## config.mk

```make
export PLATFORM = sky130hd
export DESIGN_NAME = packed_date_unpack_sort_top
export DESIGN_NICKNAME = d
export VERILOG_FILES = /design/src/hdl/pdus_pkg.sv /design/src/hdl/packed_date_unpack_sort_top.sv /design/src/hdl/pdus_queue.sv /design/src/hdl/pdus_front.sv /design/src/hdl/pdus_back.sv
export SDC_FILE = /design/constraint.sdc
export NUM_CORES = 2
export LEC_CHECK = 0
export BUFFER_PORTS_ARGS = -buffer_cell sky130_fd_sc_hd__buf_2
export CAP_MARGIN = 0
export CORE_MARGIN = 5
export CORE_UTILIZATION = 60
export CTS_CLUSTER_SIZE = 16
export DETAILED_ROUTE_END_ITERATION = 12
export PLACE_DENSITY_LB_ADDON = 0.12
export RECOVER_POWER = 100
export SYNTH_ARGS = -nofsm -noshare
export SYNTH_HDL_FRONTEND = slang
export SYNTH_SLANG_ARGS = --single-unit
```

## constraint.sdc

```tcl
create_clock -name clk -period 9 [get_ports clk]
set_clock_uncertainty 0.2 [all_clocks]
set_input_delay 2.25 -clock clk [delete_from_list [all_inputs] [get_ports clk]]
set_output_delay 2.25 -clock clk [all_outputs]
set_load 0.02 [all_outputs]
```

## src/hdl/pdus_pkg.sv

```systemverilog
`default_nettype none
package pdus_pkg;

	localparam int MAX_DATES  = 64;
	localparam int DATE_BITS  = 15;
	localparam int WORD_BITS  = 32;
	localparam int WORD_DEPTH = (MAX_DATES * DATE_BITS + WORD_BITS - 1) / WORD_BITS;
	localparam int CNT_W      = $clog2(MAX_DATES) + 1;
	localparam int DIDX_W     = $clog2(MAX_DATES);
	localparam int WIDX_W     = $clog2(WORD_DEPTH);
	localparam int POS_W      = $clog2(MAX_DATES * DATE_BITS);
	localparam logic [10:0] YEAR_BASE = 11'd1970;

	localparam logic [0:0] REG_DATE_COUNT  = 1'b0;
	localparam logic [0:0] REG_PACKED_MODE = 1'b1;

	typedef struct packed {
		logic [6:0] date_count;
		logic       packed_mode;
	} cfg_t;

	typedef enum logic [1:0] {
		K_PLAIN,
		K_DATA,
		K_CTRL
	} kind_t;

	typedef struct packed {
		kind_t             kind;
		logic [WIDX_W-1:0] idx;
		logic              fin;
		logic [31:0]       w;
	} qent_t;

	typedef enum logic [3:0] {
		B_IDLE,
		B_INS,
		B_INS_CMP,
		B_GA_LO,
		B_GA_HI,
		B_GA_MK,
		B_EMIT_RD,
		B_EMIT_WAIT,
		B_EMIT_OUT
	} bstate_t;

	function automatic logic [CNT_W-1:0] eff_count(input logic [6:0] dc);
		logic [CNT_W-1:0] r;
		if (dc > 7'(MAX_DATES)) r = CNT_W'(MAX_DATES);
		else r = CNT_W'(dc);
		return r;
	endfunction

	function automatic logic [WIDX_W:0] data_words(input logic [CNT_W-1:0] n);
		logic [POS_W+1:0] t;
		t = (POS_W+2)'(n) * (POS_W+2)'(DATE_BITS) + (POS_W+2)'(WORD_BITS - 1);
		return (WIDX_W+1)'(t >> 5);
	endfunction

endpackage
`default_nettype wire

```

## src/hdl/packed_date_unpack_sort_top.sv

```systemverilog
// Packed date unpack and sort.
// Configure date_count (address 0) and packed_mode (address 4) over the APB
// port while the block is idle; any write starts a fresh batch.
// Input beats on word/in_valid/in_ready: with n = date_count capped at 64,
// plain mode takes n words, packed mode ceil(15*n/32) data words and one
// control word of even-parity bits. A batch of zero dates swallows every word.
// Words pass through a two-entry queue to the back end, which stores them,
// checks parity and insertion-sorts kept dates into a 64-entry date memory.
// A plain word's insertion time grows with the number of stored dates it moves
// past; a packed date is first unpacked in the gather states GA_LO, GA_HI and
// GA_MK, then inserted the same way. Words are accepted while the queue has room.
// After the last word, the sorted dates come out on day/month/year/last with
// out_valid/out_ready, one date at a time through read, wait and output; last marks the
// final date. If the receiver stalls, the beat holds and the back end waits;
// the front keeps taking words until the queue fills.
// Reset clears the state, counters and handshake state; the payload registers,
// flags and stores are written before they are read and need no clearing.
`default_nettype none
module packed_date_unpack_sort_top
	import pdus_pkg::*;
(
	input  wire logic        clk,
	input  wire logic        arst_n,
	input  wire logic        psel,
	input  wire logic        penable,
	input  wire logic        pwrite,
	input  wire logic [2:0]  paddr,
	input  wire logic [31:0] pwdata,
	output logic [31:0]      prdata,
	output logic             pready,
	input  wire logic        in_valid,
	output logic             in_ready,
	input  wire logic [31:0] word,
	output logic             out_valid,
	input  wire logic        out_ready,
	output logic [4:0]       day,
	output logic [3:0]       month,
	output logic [10:0]      year,
	output logic             last
);
	cfg_t  cfg_q;
	logic  cfg_wr, q_push, q_pop, q_valid, q_full;
	qent_t q_in, q_out;

	assign pready = 1'b1;
	assign cfg_wr = psel && penable && pwrite;

	always_comb begin
		case (paddr[2])
			REG_DATE_COUNT:  prdata = {25'd0, cfg_q.date_count};
			REG_PACKED_MODE: prdata = {31'd0, cfg_q.packed_mode};
			default:         prdata = 32'd0;
		endcase
	end

	always_ff @(posedge clk or negedge arst_n) begin
		if (!arst_n) begin
			cfg_q <= '0;
		end else if (cfg_wr) begin
			case (paddr[2])
				REG_DATE_COUNT:  cfg_q.date_count  <= pwdata[6:0];
				REG_PACKED_MODE: cfg_q.packed_mode <= pwdata[0];
				default: ;
			endcase
		end
	end

	pdus_front u_front (
		.clk      (clk),
		.arst_n   (arst_n),
		.cfg      (cfg_q),
		.clr      (cfg_wr),
		.in_valid (in_valid),
		.in_ready (in_ready),
		.word     (word),
		.q_full   (q_full),
		.push     (q_push),
		.ent      (q_in)
	);

	pdus_queue u_queue (
		.clk    (clk),
		.arst_n (arst_n),
		.push   (q_push),
		.din    (q_in),
		.pop    (q_pop),
		.valid  (q_valid),
		.dout   (q_out),
		.full   (q_full)
	);

	pdus_back u_back (
		.clk       (clk),
		.arst_n    (arst_n),
		.cfg       (cfg_q),
		.clr       (cfg_wr),
		.q_valid   (q_valid),
		.q_ent     (q_out),
		.pop       (q_pop),
		.out_valid (out_valid),
		.out_ready (out_ready),
		.day       (day),
		.month     (month),
		.year      (year),
		.last      (last)
	);

`ifndef SYNTHESIS
	a_no_overflow: assert property (@(posedge clk) disable iff (!arst_n)
		q_push |-> !q_full) else $error("queue written while full");
	a_no_pop_empty: assert property (@(posedge clk) disable iff (!arst_n)
		q_pop |-> q_valid) else $error("queue read while empty");
	a_emit_no_pop: assert property (@(posedge clk) disable iff (!arst_n)
		out_valid |-> !q_pop) else $error("back end took a word while emitting");
`endif
endmodule
`default_nettype wire

```

## src/hdl/pdus_queue.sv

```systemverilog
`default_nettype none
module pdus_queue
	import pdus_pkg::*;
(
	input  wire logic  clk,
	input  wire logic  arst_n,
	input  wire logic  push,
	input  wire qent_t din,
	input  wire logic  pop,
	output logic       valid,
	output qent_t      dout,
	output logic       full
);
	qent_t       ent_q [2];
	logic        wp_q, rp_q;
	logic [1:0]  cnt_q;

	assign valid = (cnt_q != 2'd0);
	assign full  = (cnt_q == 2'd2);
	assign dout  = ent_q[rp_q];

	always_ff @(posedge clk) begin
		if (push) ent_q[wp_q] <= din;
	end

	always_ff @(posedge clk or negedge arst_n) begin
		if (!arst_n) begin
			wp_q  <= 1'b0;
			rp_q  <= 1'b0;
			cnt_q <= 2'd0;
		end else begin
			if (push) wp_q <= ~wp_q;
			if (pop) rp_q <= ~rp_q;
			cnt_q <= cnt_q + 2'(push) - 2'(pop);
		end
	end
endmodule
`default_nettype wire

```

## src/hdl/pdus_front.sv

```systemverilog
`default_nettype none
module pdus_front
	import pdus_pkg::*;
(
	input  wire logic        clk,
	input  wire logic        arst_n,
	input  wire cfg_t        cfg,
	input  wire logic        clr,
	input  wire logic        in_valid,
	output logic             in_ready,
	input  wire logic [31:0] word,
	input  wire logic        q_full,
	output logic             push,
	output qent_t            ent
);
	logic [CNT_W-1:0]  n;
	logic [WIDX_W:0]   dw;
	logic [CNT_W-1:0]  total;
	logic [CNT_W-1:0]  cnt_q;
	logic              empty_batch;

	assign n     = eff_count(cfg.date_count);
	assign dw    = data_words(n);
	assign total = cfg.packed_mode ? CNT_W'(dw) + CNT_W'(dw != '0) : n;
	assign empty_batch = (total == '0);

	// With an empty batch every word is taken and dropped.
	assign in_ready = empty_batch || !q_full;
	assign push     = in_valid && in_ready && !empty_batch;

	always_comb begin
		ent.w   = word;
		ent.idx = cnt_q[WIDX_W-1:0];
		ent.fin = (cnt_q + CNT_W'(1) == total);
		if (!cfg.packed_mode) ent.kind = K_PLAIN;
		else if (cnt_q < CNT_W'(dw)) ent.kind = K_DATA;
		else ent.kind = K_CTRL;
	end

	always_ff @(posedge clk or negedge arst_n) begin
		if (!arst_n) begin
			cnt_q <= '0;
		end else if (clr) begin
			cnt_q <= '0;
		end else if (push) begin
			cnt_q <= ent.fin ? '0 : cnt_q + CNT_W'(1);
		end
	end
endmodule
`default_nettype wire

```

## src/hdl/pdus_back.sv

```systemverilog
`default_nettype none
module pdus_back
	import pdus_pkg::*;
(
	input  wire logic   clk,
	input  wire logic   arst_n,
	input  wire cfg_t   cfg,
	input  wire logic   clr,
	input  wire logic   q_valid,
	input  wire qent_t  q_ent,
	output logic        pop,
	output logic        out_valid,
	input  wire logic   out_ready,
	output logic [4:0]  day,
	output logic [3:0]  month,
	output logic [10:0] year,
	output logic        last
);
	logic [31:0]          word_mem [WORD_DEPTH];
	logic [DATE_BITS-1:0] date_mem [MAX_DATES];

	bstate_t              st_q, st_d;
	logic [DIDX_W-1:0]    j_q, k_q, i_q;
	logic [DATE_BITS-1:0] v_q;
	logic [CNT_W-1:0]     kept_q, n;
	logic                 gath_q, fin_q;
	logic [POS_W-1:0]     pos_q, pos14;
	logic [31:0]          lo_q, word_rd_q, hi;
	logic [DATE_BITS-1:0] date_rd_q, gv;
	logic [WORD_DEPTH-1:0] par_q, good_q;
	logic [WIDX_W-1:0]    first, lastw, first1, word_raddr;
	logic [4:0]           off;
	logic [63:0]          pair;
	logic [DIDX_W-1:0]    date_raddr, date_waddr;
	logic [DATE_BITS-1:0] date_wdata;
	logic                 date_we, gt, ins_done, keep, last_date, emit_last;

	assign n      = eff_count(cfg.date_count);
	assign first  = pos_q[POS_W-1:5];
	assign off    = pos_q[4:0];
	assign pos14  = pos_q + POS_W'(DATE_BITS - 1);
	assign lastw  = pos14[POS_W-1:5];
	assign first1 = (first == WIDX_W'(WORD_DEPTH - 1)) ? first : first + WIDX_W'(1);
	assign hi     = (lastw == first) ? 32'd0 : word_rd_q;
	assign pair   = {hi, lo_q} >> off;
	assign gv     = pair[DATE_BITS-1:0];
	assign keep   = good_q[first] && good_q[lastw];
	assign gt     = date_rd_q > v_q;
	assign last_date = ({1'b0, i_q} + CNT_W'(1) == n);
	assign emit_last = ({1'b0, k_q} + CNT_W'(1) == kept_q);
	assign ins_done  = (st_q == B_INS && j_q == '0) || (st_q == B_INS_CMP && !gt);

	// Next state
	always_comb begin
		st_d = st_q;
		case (st_q)
			B_IDLE: begin
				if (q_valid) begin
					case (q_ent.kind)
						K_PLAIN: st_d = B_INS;
						K_CTRL:  st_d = B_GA_LO;
						default: st_d = B_IDLE;
					endcase
				end
			end
			B_INS, B_INS_CMP: begin
				if (st_q == B_INS && j_q != '0) st_d = B_INS_CMP;
				else if (st_q == B_INS_CMP && gt) st_d = B_INS;
				else if (gath_q) st_d = last_date ? B_EMIT_RD : B_GA_LO;
				else st_d = fin_q ? B_EMIT_RD : B_IDLE;
			end
			B_GA_LO: st_d = B_GA_HI;
			B_GA_HI: st_d = B_GA_MK;
			B_GA_MK: begin
				if (keep) st_d = B_INS;
				else if (!last_date) st_d = B_GA_LO;
				else st_d = (kept_q == '0) ? B_IDLE : B_EMIT_RD;
			end
			B_EMIT_RD:   st_d = B_EMIT_WAIT;
			B_EMIT_WAIT: st_d = B_EMIT_OUT;
			B_EMIT_OUT: begin
				if (out_ready) st_d = emit_last ? B_IDLE : B_EMIT_RD;
			end
			default: st_d = B_IDLE;
		endcase
	end

	// Outputs of the sequencer
	always_comb begin
		pop        = (st_q == B_IDLE) && q_valid;
		word_raddr = (st_q == B_GA_HI) ? first1 : first;
		date_raddr = (st_q == B_EMIT_RD) ? k_q : j_q - DIDX_W'(1);
		date_we    = (st_q == B_INS && j_q == '0) || (st_q == B_INS_CMP);
		date_waddr = j_q;
		date_wdata = (st_q == B_INS_CMP && gt) ? date_rd_q : v_q;
	end

	always_ff @(posedge clk) begin
		word_rd_q <= word_mem[word_raddr];
		date_rd_q <= date_mem[date_raddr];
		if (pop && q_ent.kind == K_DATA) word_mem[q_ent.idx] <= q_ent.w;
		if (date_we) date_mem[date_waddr] <= date_wdata;
	end

	// Payload and per-word flags; none of these need a reset.
	always_ff @(posedge clk) begin
		if (pop) begin
			v_q   <= q_ent.w[DATE_BITS-1:0];
			j_q   <= kept_q[DIDX_W-1:0];
			fin_q <= q_ent.fin;
			if (q_ent.kind == K_DATA) par_q[q_ent.idx] <= ^q_ent.w;
			if (q_ent.kind == K_CTRL) good_q <= ~(par_q ^ q_ent.w[WORD_DEPTH-1:0]);
		end
		if (st_q == B_INS_CMP && gt) j_q <= j_q - DIDX_W'(1);
		if (st_q == B_GA_HI) lo_q <= word_rd_q;
		if (st_q == B_GA_MK && keep) begin
			v_q <= gv;
			j_q <= kept_q[DIDX_W-1:0];
		end
		if (st_q == B_EMIT_WAIT) begin
			day   <= date_rd_q[4:0];
			month <= date_rd_q[8:5];
			year  <= YEAR_BASE + 11'(date_rd_q[14:9]);
			last  <= emit_last;
		end
	end

	always_ff @(posedge clk or negedge arst_n) begin
		if (!arst_n) begin
			st_q      <= B_IDLE;
			kept_q    <= '0;
			gath_q    <= 1'b0;
			i_q       <= '0;
			pos_q     <= '0;
			k_q       <= '0;
			out_valid <= 1'b0;
		end else begin
			st_q <= st_d;
			if (pop) begin
				gath_q <= (q_ent.kind == K_CTRL);
				i_q    <= '0;
				pos_q  <= '0;
			end
			// A register write drops the dates of an unfinished batch.
			if (clr || (st_q == B_EMIT_OUT && out_ready && emit_last)) kept_q <= '0;
			else if (ins_done) kept_q <= kept_q + CNT_W'(1);
			if ((ins_done && gath_q) || (st_q == B_GA_MK && !keep)) begin
				i_q   <= i_q + DIDX_W'(1);
				pos_q <= pos_q + POS_W'(DATE_BITS);
			end
			if (st_d == B_EMIT_RD && st_q != B_EMIT_OUT) k_q <= '0;
			if (st_q == B_EMIT_WAIT) out_valid <= 1'b1;
			if (st_q == B_EMIT_OUT && out_ready) begin
				out_valid <= 1'b0;
				if (!emit_last) k_q <= k_q + DIDX_W'(1);
			end
		end
	end
endmodule
`default_nettype wire
```

After elaboration in Yosys (flattened, before gate mapping):

Memories as Yosys holds them, arrays and structs flattened. A register that Yosys moved wholly into a read port is not among the register bits.
Cells that the tools add are included.

* register bits: 189
* bits in latches: 0
* bits in writable memories: 2000
* bits in read-only memories: 0
* input bits: 74
* output and inout bits: 56
* word-level logic and storage cells: 175
* memories kept: 3

Memory list
* u_back.date_mem: depth 64, bits a word 15, rd ports 1, clocked after memory_dff 1, write ports 1, line pdus_back.sv:20 `logic [DATE_BITS-1:0] date_mem [MAX_DATES];`
* u_back.word_mem: depth 30, bits a word 32, rd ports 1, clocked after memory_dff 1, write ports 1, line pdus_back.sv:19 `logic [31:0] word_mem [WORD_DEPTH];`
* u_queue.ent_q: depth 2, bits a word 40, rd ports 1, clocked after memory_dff 0, write ports 1, line pdus_queue.sv:14 `qent_t ent_q [2];`

* add/sub/neg operators: 15
* $mul: 1
* divide/modulo/power cells: 0
* $lt $le $gt $ge: 7
* equal/unequal tests: 18
* shift operators: 1
* multiplexer cells: 55
* bitwise gates (word level): 5
* reductions and logical operators: 47

Operators by type and width (number)
* $pmux W32 S2: 1
* $shr A64 B5 Y15: 1
* $mux W6: 9
* $mux W7: 7
* $mux W15: 3
* $mux W32: 1
* $pmux W4 S8: 1
* $reduce_xor A32 Y1: 1
* $bwmux W30: 1
* $not A30 Y30: 1
* $xor A30 B30 Y30: 1
* $mux W4: 7
* $eq A7 B7 Y1: 3
* $add A10 B4 Y10 const B: 2
* $eq A4 B3 Y1 const B: 5
* $mux W10: 2
* $logic_and A1 B1 Y1: 18
* $lt A5 B6 Y1 const B: 3
* $gt A15 B15 Y1: 1
* $add A6 B1 Y7 const B: 2
* $add A7 B1 Y7 const B: 2
* $logic_not A7 Y1: 2
* $add A6 B1 Y6 const B: 2
* $mux W3: 4
* 36 further kinds: 69

Depth between registers and ports, before layout:

* depth after elaboration: 13
* mapped depth: 21
* mapped depth without buffers: 21

By module:

From an unflattened synthesis, not the netlist that was laid out.

* cell total of the unflattened synthesis: 4791
* area total of the unflattened synthesis: 91820.6 um^2

Modules (own cells, without submodules)
* pdus_back: times used 1, cells an instance 4336, area each 85776.0 um^2, sequential area each 63405.8 um^2
* pdus_queue: times used 1, cells an instance 140, area each 3289.4 um^2, sequential area each 2502.4 um^2
* pdus_front: times used 1, cells an instance 261, area each 2162.1 um^2, sequential area each 175.2 um^2
* packed_date_unpack_sort_top: times used 1, cells an instance 54, area each 593.1 um^2, sequential area each 200.2 um^2

Least setup slack after synthesis:

OpenSTA, ideal clock, no wires.

* path type: register -> register
* start point: reg cfg_q[7] (netlist bit)
* end point: mem u_queue.ent_q[0][0] (netlist bit), enable pin
* library setup time: 0.442 ns
* data arrival time: 6.397 ns
* data required time: 8.358 ns
* slack: 1.961 ns
* stages on the path, launching flop included: 20
* path buffers: 1
* clock period less this slack: 7.039 ns
* cell sequence: dfrtp_1 > clkbuf_1 > nor2b_1 > inv_1 > ha_1 > inv_1 > fa_1 > fa_1 > ha_1 > o21ai_1 > a221oi_4 > nor2_1 > xnor2_1 > ha_1 > o211ai_1 > nor4_4 > nor3_1 > a311o_1 > a41oi_4 > nor2b_1

* cells in the longest elaborated chain, start to end: 13
* elaborated cells between the ends (all ways): 14
* classes of those cells: add/sub (2); mul (1); order compare (1); mux (4); reduce/logical (6)

Ends and longest elaborated chain
* from (decl): line packed_date_unpack_sort_top.sv:41 `cfg_t cfg_q;`
* $gt A7 B7 Y1: line pdus_pkg.sv:49 `if (dc > 7'(MAX_DATES)) r = CNT_W'(MAX_DATES);`
* $mux W7 (*): line pdus_pkg.sv:49
* $mul A7 B4 Y11: line pdus_pkg.sv:56 `t = (POS_W+2)'(n) * (POS_W+2)'(DATE_BITS) + (POS_W+2)'(WORD_BITS - 1);`
* $add A11 B5 Y11: line pdus_pkg.sv:56
* $reduce_bool A6 Y1: line pdus_front.sv:24 `assign total = cfg.packed_mode ? CNT_W'(dw) + CNT_W'(dw != '0) : n;`
* $add A6 B1 Y7: line pdus_front.sv:24
* $mux W7 (*): line pdus_front.sv:24
* $logic_not A7 Y1 (*): line pdus_front.sv:25 `assign empty_batch = (total == '0);`
* $logic_or A1 B1 Y1: line pdus_front.sv:28 `assign in_ready = empty_batch || !q_full;`
* $logic_and A1 B1 Y1: line pdus_front.sv:29 `assign push = in_valid && in_ready && !empty_batch;`
* $logic_and A1 B1 Y1 (*): line pdus_front.sv:29
* $mux W1 (*): line pdus_queue.sv:23 `if (push) ent_q[wp_q] <= din;`
* $mux W1 (not written as such) (*): line pdus_queue.sv:23
* to (decl): line pdus_queue.sv:14

Mark *: on every way between the ends. The rest lies on a longest branch, timed or not.

Worst setup path in the final report:

* start point: reg cfg_q[7] (netlist bit)
* end point: out in_ready

* cells in the longest elaborated chain, start to end: 9

Ends and longest elaborated chain
* $gt A7 B7 Y1: line pdus_pkg.sv:49
* $mux W7 (*): line pdus_pkg.sv:49
* $mul A7 B4 Y11: line pdus_pkg.sv:56
* $add A11 B5 Y11: line pdus_pkg.sv:56
* $reduce_bool A6 Y1: line pdus_front.sv:24
* $add A6 B1 Y7: line pdus_front.sv:24
* $mux W7 (*): line pdus_front.sv:24
* $logic_not A7 Y1 (*): line pdus_front.sv:25
* $logic_or A1 B1 Y1 (*): line pdus_front.sv:28
* to (decl): line packed_date_unpack_sort_top.sv:32 `output logic in_ready,`

Marks and branches as above.

==> impl_metrics.py <==
metrics = {
    "synth": {
        "synth_top_area_share": 0.704,
        "synthFlopType": "edfxtp_1",
        "syn-instance-count": 4760,
        "synth-seq-area-share": 0.730,
        "syn_area_per_cell_um2": 19.1,
        "synth_area_um2": 90900,
        "synth.most_common_cell": "edfxtp_1",
        "yosysWarnings": 0,
        "synth_area_leader_cell": "edfxtp_1",
        "yosys_register_bits": 2232,
        "synthTopCellsByArea": "edfxtp_1 70%, mux4_2 13%, mux2i_1 4.0%",
        "synthArstFlopShare": 0.0242,
        "synth_edf_count": 2131,
        "synthTopCellsByCount": "2131 x edfxtp_1, 514 x mux4_2, 365 x mux2i_1",
        "synth.distinct_cells": 92,
    },
    "pwr": {
        "powerDensity_nw_per_um2": 370,
        "leakage_nw": 33.4,
        "finalPower_mw": 37.2,
        "ir_worst_vdd_uv": 545,
    },
    "die": {
        "die_y_um": 399,
        "die_w_um": 399,
        "coreArea_um2": 150000,
        "top_level_ports": 130,
        "die_area_um2": 159000,
        "rows": 142,
        "start_util": 0.605,
    },
    "clock_network": {
        "ctsHoldBuffers": 0,
        "post_cts_buffers": 0,
        "cts_resized": 0,
        "clock_sinks": 2232,
        "clk_latency_ps": 850,
        "clock-root-buffer": "clkbuf_16",
        "numCtsBuffers": 213,
        "path_clk_slew_ps": 60,
        "cts_tree": "done",
        "clockBufferDepth": 3,
        "htreeDepth": 4,
    },
    "worst_setup_path": {
        "cpMostUsedCell": "inv_1",
        "slowest_delay_ps": 570,
        "r2r_cells": 12,
        "cpMaxStageDelayCell": "fa_1",
        "end_kind": "primary output",
        "criticalPathCategory": "register to primary output",
        "reg2reg_slack_ps": 540,
        "crit_chain": "clkinv_1 -> nand2_1 -> inv_1 -> fa_1 -> inv_1 -> fa_1 -> inv_1 -> ha_1 -> ha_1 -> inv_1 -> a221oi_4 -> nor2_1 -> xnor2_1 -> ha_1 -> o211ai_1 -> nor4_4 -> nor3_1 -> a311o_1 -> a41o_1 -> buf_2",
        "cp_max_fo": 9,
        "r2r_start": "u_back.st_q[0]$_DFF_PN0_",
        "rr_endpoint": "u_back.word_rd_q[26]$_DFF_P_",
        "required_ps": 6550,
        "cp-start-kind": "register",
        "cp.arrival_ps": 6080,
    },
    "detailed_routing": {
        "drt_iter0_drc": 4889,
        "drc": 0,
        "routed_via_density": 6.41,
        "drt-total-wl_mm": 217,
        "route.detailed.wl_per_inst_um": 30.2,
        "ant_nets": 0,
        "vias": 46000,
        "drt-pass1-iter-count": 5,
    },
    "final_layout": {
        "fillers": 9868,
        "nets": 5105,
        "drive_above_1_share": 0.193,
        "area_growth_pct": 10.7,
    },
    "global_route": {
        "grt_pass1_wl_mm": 316,
        "overflow": 0,
        "grtUsageMet2": 0.433,
        "grt_pass1_vias": 45500,
        "top_usage_layer": "met2",
        "grt_max_degree": 126,
        "globalRouteMet3Util": 0.0472,
        "grt_usage": 0.275,
        "grtUsageMet1": 0.410,
        "grt_antenna_before_repair": 7,
    },
    "place": {
        "portBuffers": 72,
        "hpwl_mm": 121,
        "gp_congestion": 0.847,
    },
    "sta": {
        "worst_slew_pin_slew_ps": 3880,
        "max_slew_margin": -1.59,
        "fin_crit_ps": 8530,
        "slew_violations": 2571,
        "fmax_mhz": 117,
        "fin_crit_sh": 0.948,
        "rsz0062_at_grt": "no",
        "timing.final.hold_violations": 0,
        "tns_ps": 0,
        "setup_violations": 0,
    },
    "status": {
        "violations": "max-capacitance violations, max-slew violations",
        "status": "complete, but fails checks",
    },
    "worst_hold_path": {
        "worstHoldStart": "u_back.word_rd_q[15]$_DFF_P_",
        "min_to": "u_back.lo_q[15]$_DFFE_PN_",
        "hold_depth": 0,
        "hold_class": "register to register",
    },
    "flow_run": {
        "maxCapViolations": 64,
    },
}
-- worst max path at each step --
| stage | from | to | slack [ps] | cells past startpoint |
|---|---|---|---|---|
| floorplan | cfg_q[7]$_DFFE_PN0P_ | u_queue.ent_q[0][0]$_DFFE_PP_ | 1960 | 19 |
| global placement | cfg_q[7]$_DFFE_PN0P_ | in_ready | 1310 | 20 |
| detailed placement | cfg_q[7]$_DFFE_PN0P_ | in_ready | 1280 | 20 |
| CTS | cfg_q[7]$_DFFE_PN0P_ | in_ready | 330 | 20 |
| global route | cfg_q[7]$_DFFE_PN0P_ | in_ready | 50 | 20 |
| finish | cfg_q[7]$_DFFE_PN0P_ | in_ready | 470 | 20 |
-- area by class of cell --
cell class                      count  area, µm²  area share
Sequential cell                  2232      66300       0.659
Antenna cell                        4       10.0   0.0000995
Timing Repair Buffer              246       1170      0.0116
Multi-Input combinational cell   2188      23300       0.231
Clock inverter                    125       1250      0.0125
Clock buffer                      275       5750      0.0571
Tap cell                         2016       2520      0.0251
Inverter                           95        357     0.00354
-- flip-flops by register name (all words and copies together) (netlist names), 15 cells and up --
register,flops
u_back.word_mem,960
u_back.date_mem,960
u_queue.ent_q,80
u_back.word_rd_q,32
u_back.good_q,30
u_back.lo_q,32
u_back.date_rd_q,15
u_back.par_q,30
u_back.v_q,15
-- report_power, final --
part / leakage (nW) / internal, mW / switching (mW) / total [mW]
Clock: 3.40 / 5.00 / 3.85 / 8.85
Sequential: 20.3 / 14.0 / 0.491 / 14.4
Combinational: 9.71 / 5.34 / 8.55 / 13.9
-- stage by stage --
step | cell area (µm²) | instances | utilization | setup WS [ps] | hold WS, ps
CTS | 101000 | 7177 | 0.675 | 333 | 226
detailed placement | 94400 | 6777 | 0.629 | 1280 | 189
global placement | 94400 | 6777 | 0.629 | 1310 | 189
floorplan | 91000 | 4788 | - | 1960 | 186
finish | 101000 | 7181 | 0.670 | 468 | 226
global route | 101000 | 7178 | 0.670 | 45.5 | 237
-- worst max-delay path: cells and delay by family (launching register included) --
| kind | cells | cell delay [ps] |
|---|---|---|
| DFF | 1 | 350 |
| and+or+nand+nor | 4 | 750 |
| adders and majority gates | 5 | 1940 |
| AOI/OAI and AO/OA | 4 | 1070 |
| buffers and inverters | 6 | 870 |
| xor gates and xnor gates | 1 | 250 |
-- logic make-up (layout without fill, tap and decap cells) --
group,Yosys count,count (layout),synth area share
DFF,2232,2232,0.730
and+or+nand+nor,735,735,0.0358
other,2,34,0.0000827
adders and majority gates,55,55,0.00824
buffers and inverters,368,741,0.0179
xor gates and xnor gates,124,124,0.0125
muxes,916,916,0.172
AOI/OAI and AO/OA,328,328,0.0237
-- routing by layer --
metal / vias up / routed length (µm)
met1: 24200 / 88600
li1: 19400 / -
met2: 2051 / 104000
met3: 360 / 18500
met4: 8 / 5800
met5: - / 56
-- cell usage in the layout (no fill, tap or decap), types with 12 or more instances in the layout --
cell           n
a211oi_1      14
ha_1          47
nand2_1      320
conb_1        30
dfxtp_1       47
clkinv_1      35
nor2_4        29
xnor2_1       56
clkbuf_16    216
clkinv_2      45
nand3_1      127
nor3_1        15
buf_2         23
dfrtp_1       52
clkinvlp_4    12
edfxtp_1    2131
clkbuf_1     227
inv_1         93
nor2_1       145
mux4_2       514
bufinv_16     16
o21ai_0       95
mux2_2        29
nor2b_1       17
clkbuf_8      12
mux2i_1      358
buf_4         28
a21oi_1      105
a21o_1        12
xor2_1        62
No activity file was read; power rests on OpenSTA's default activity.
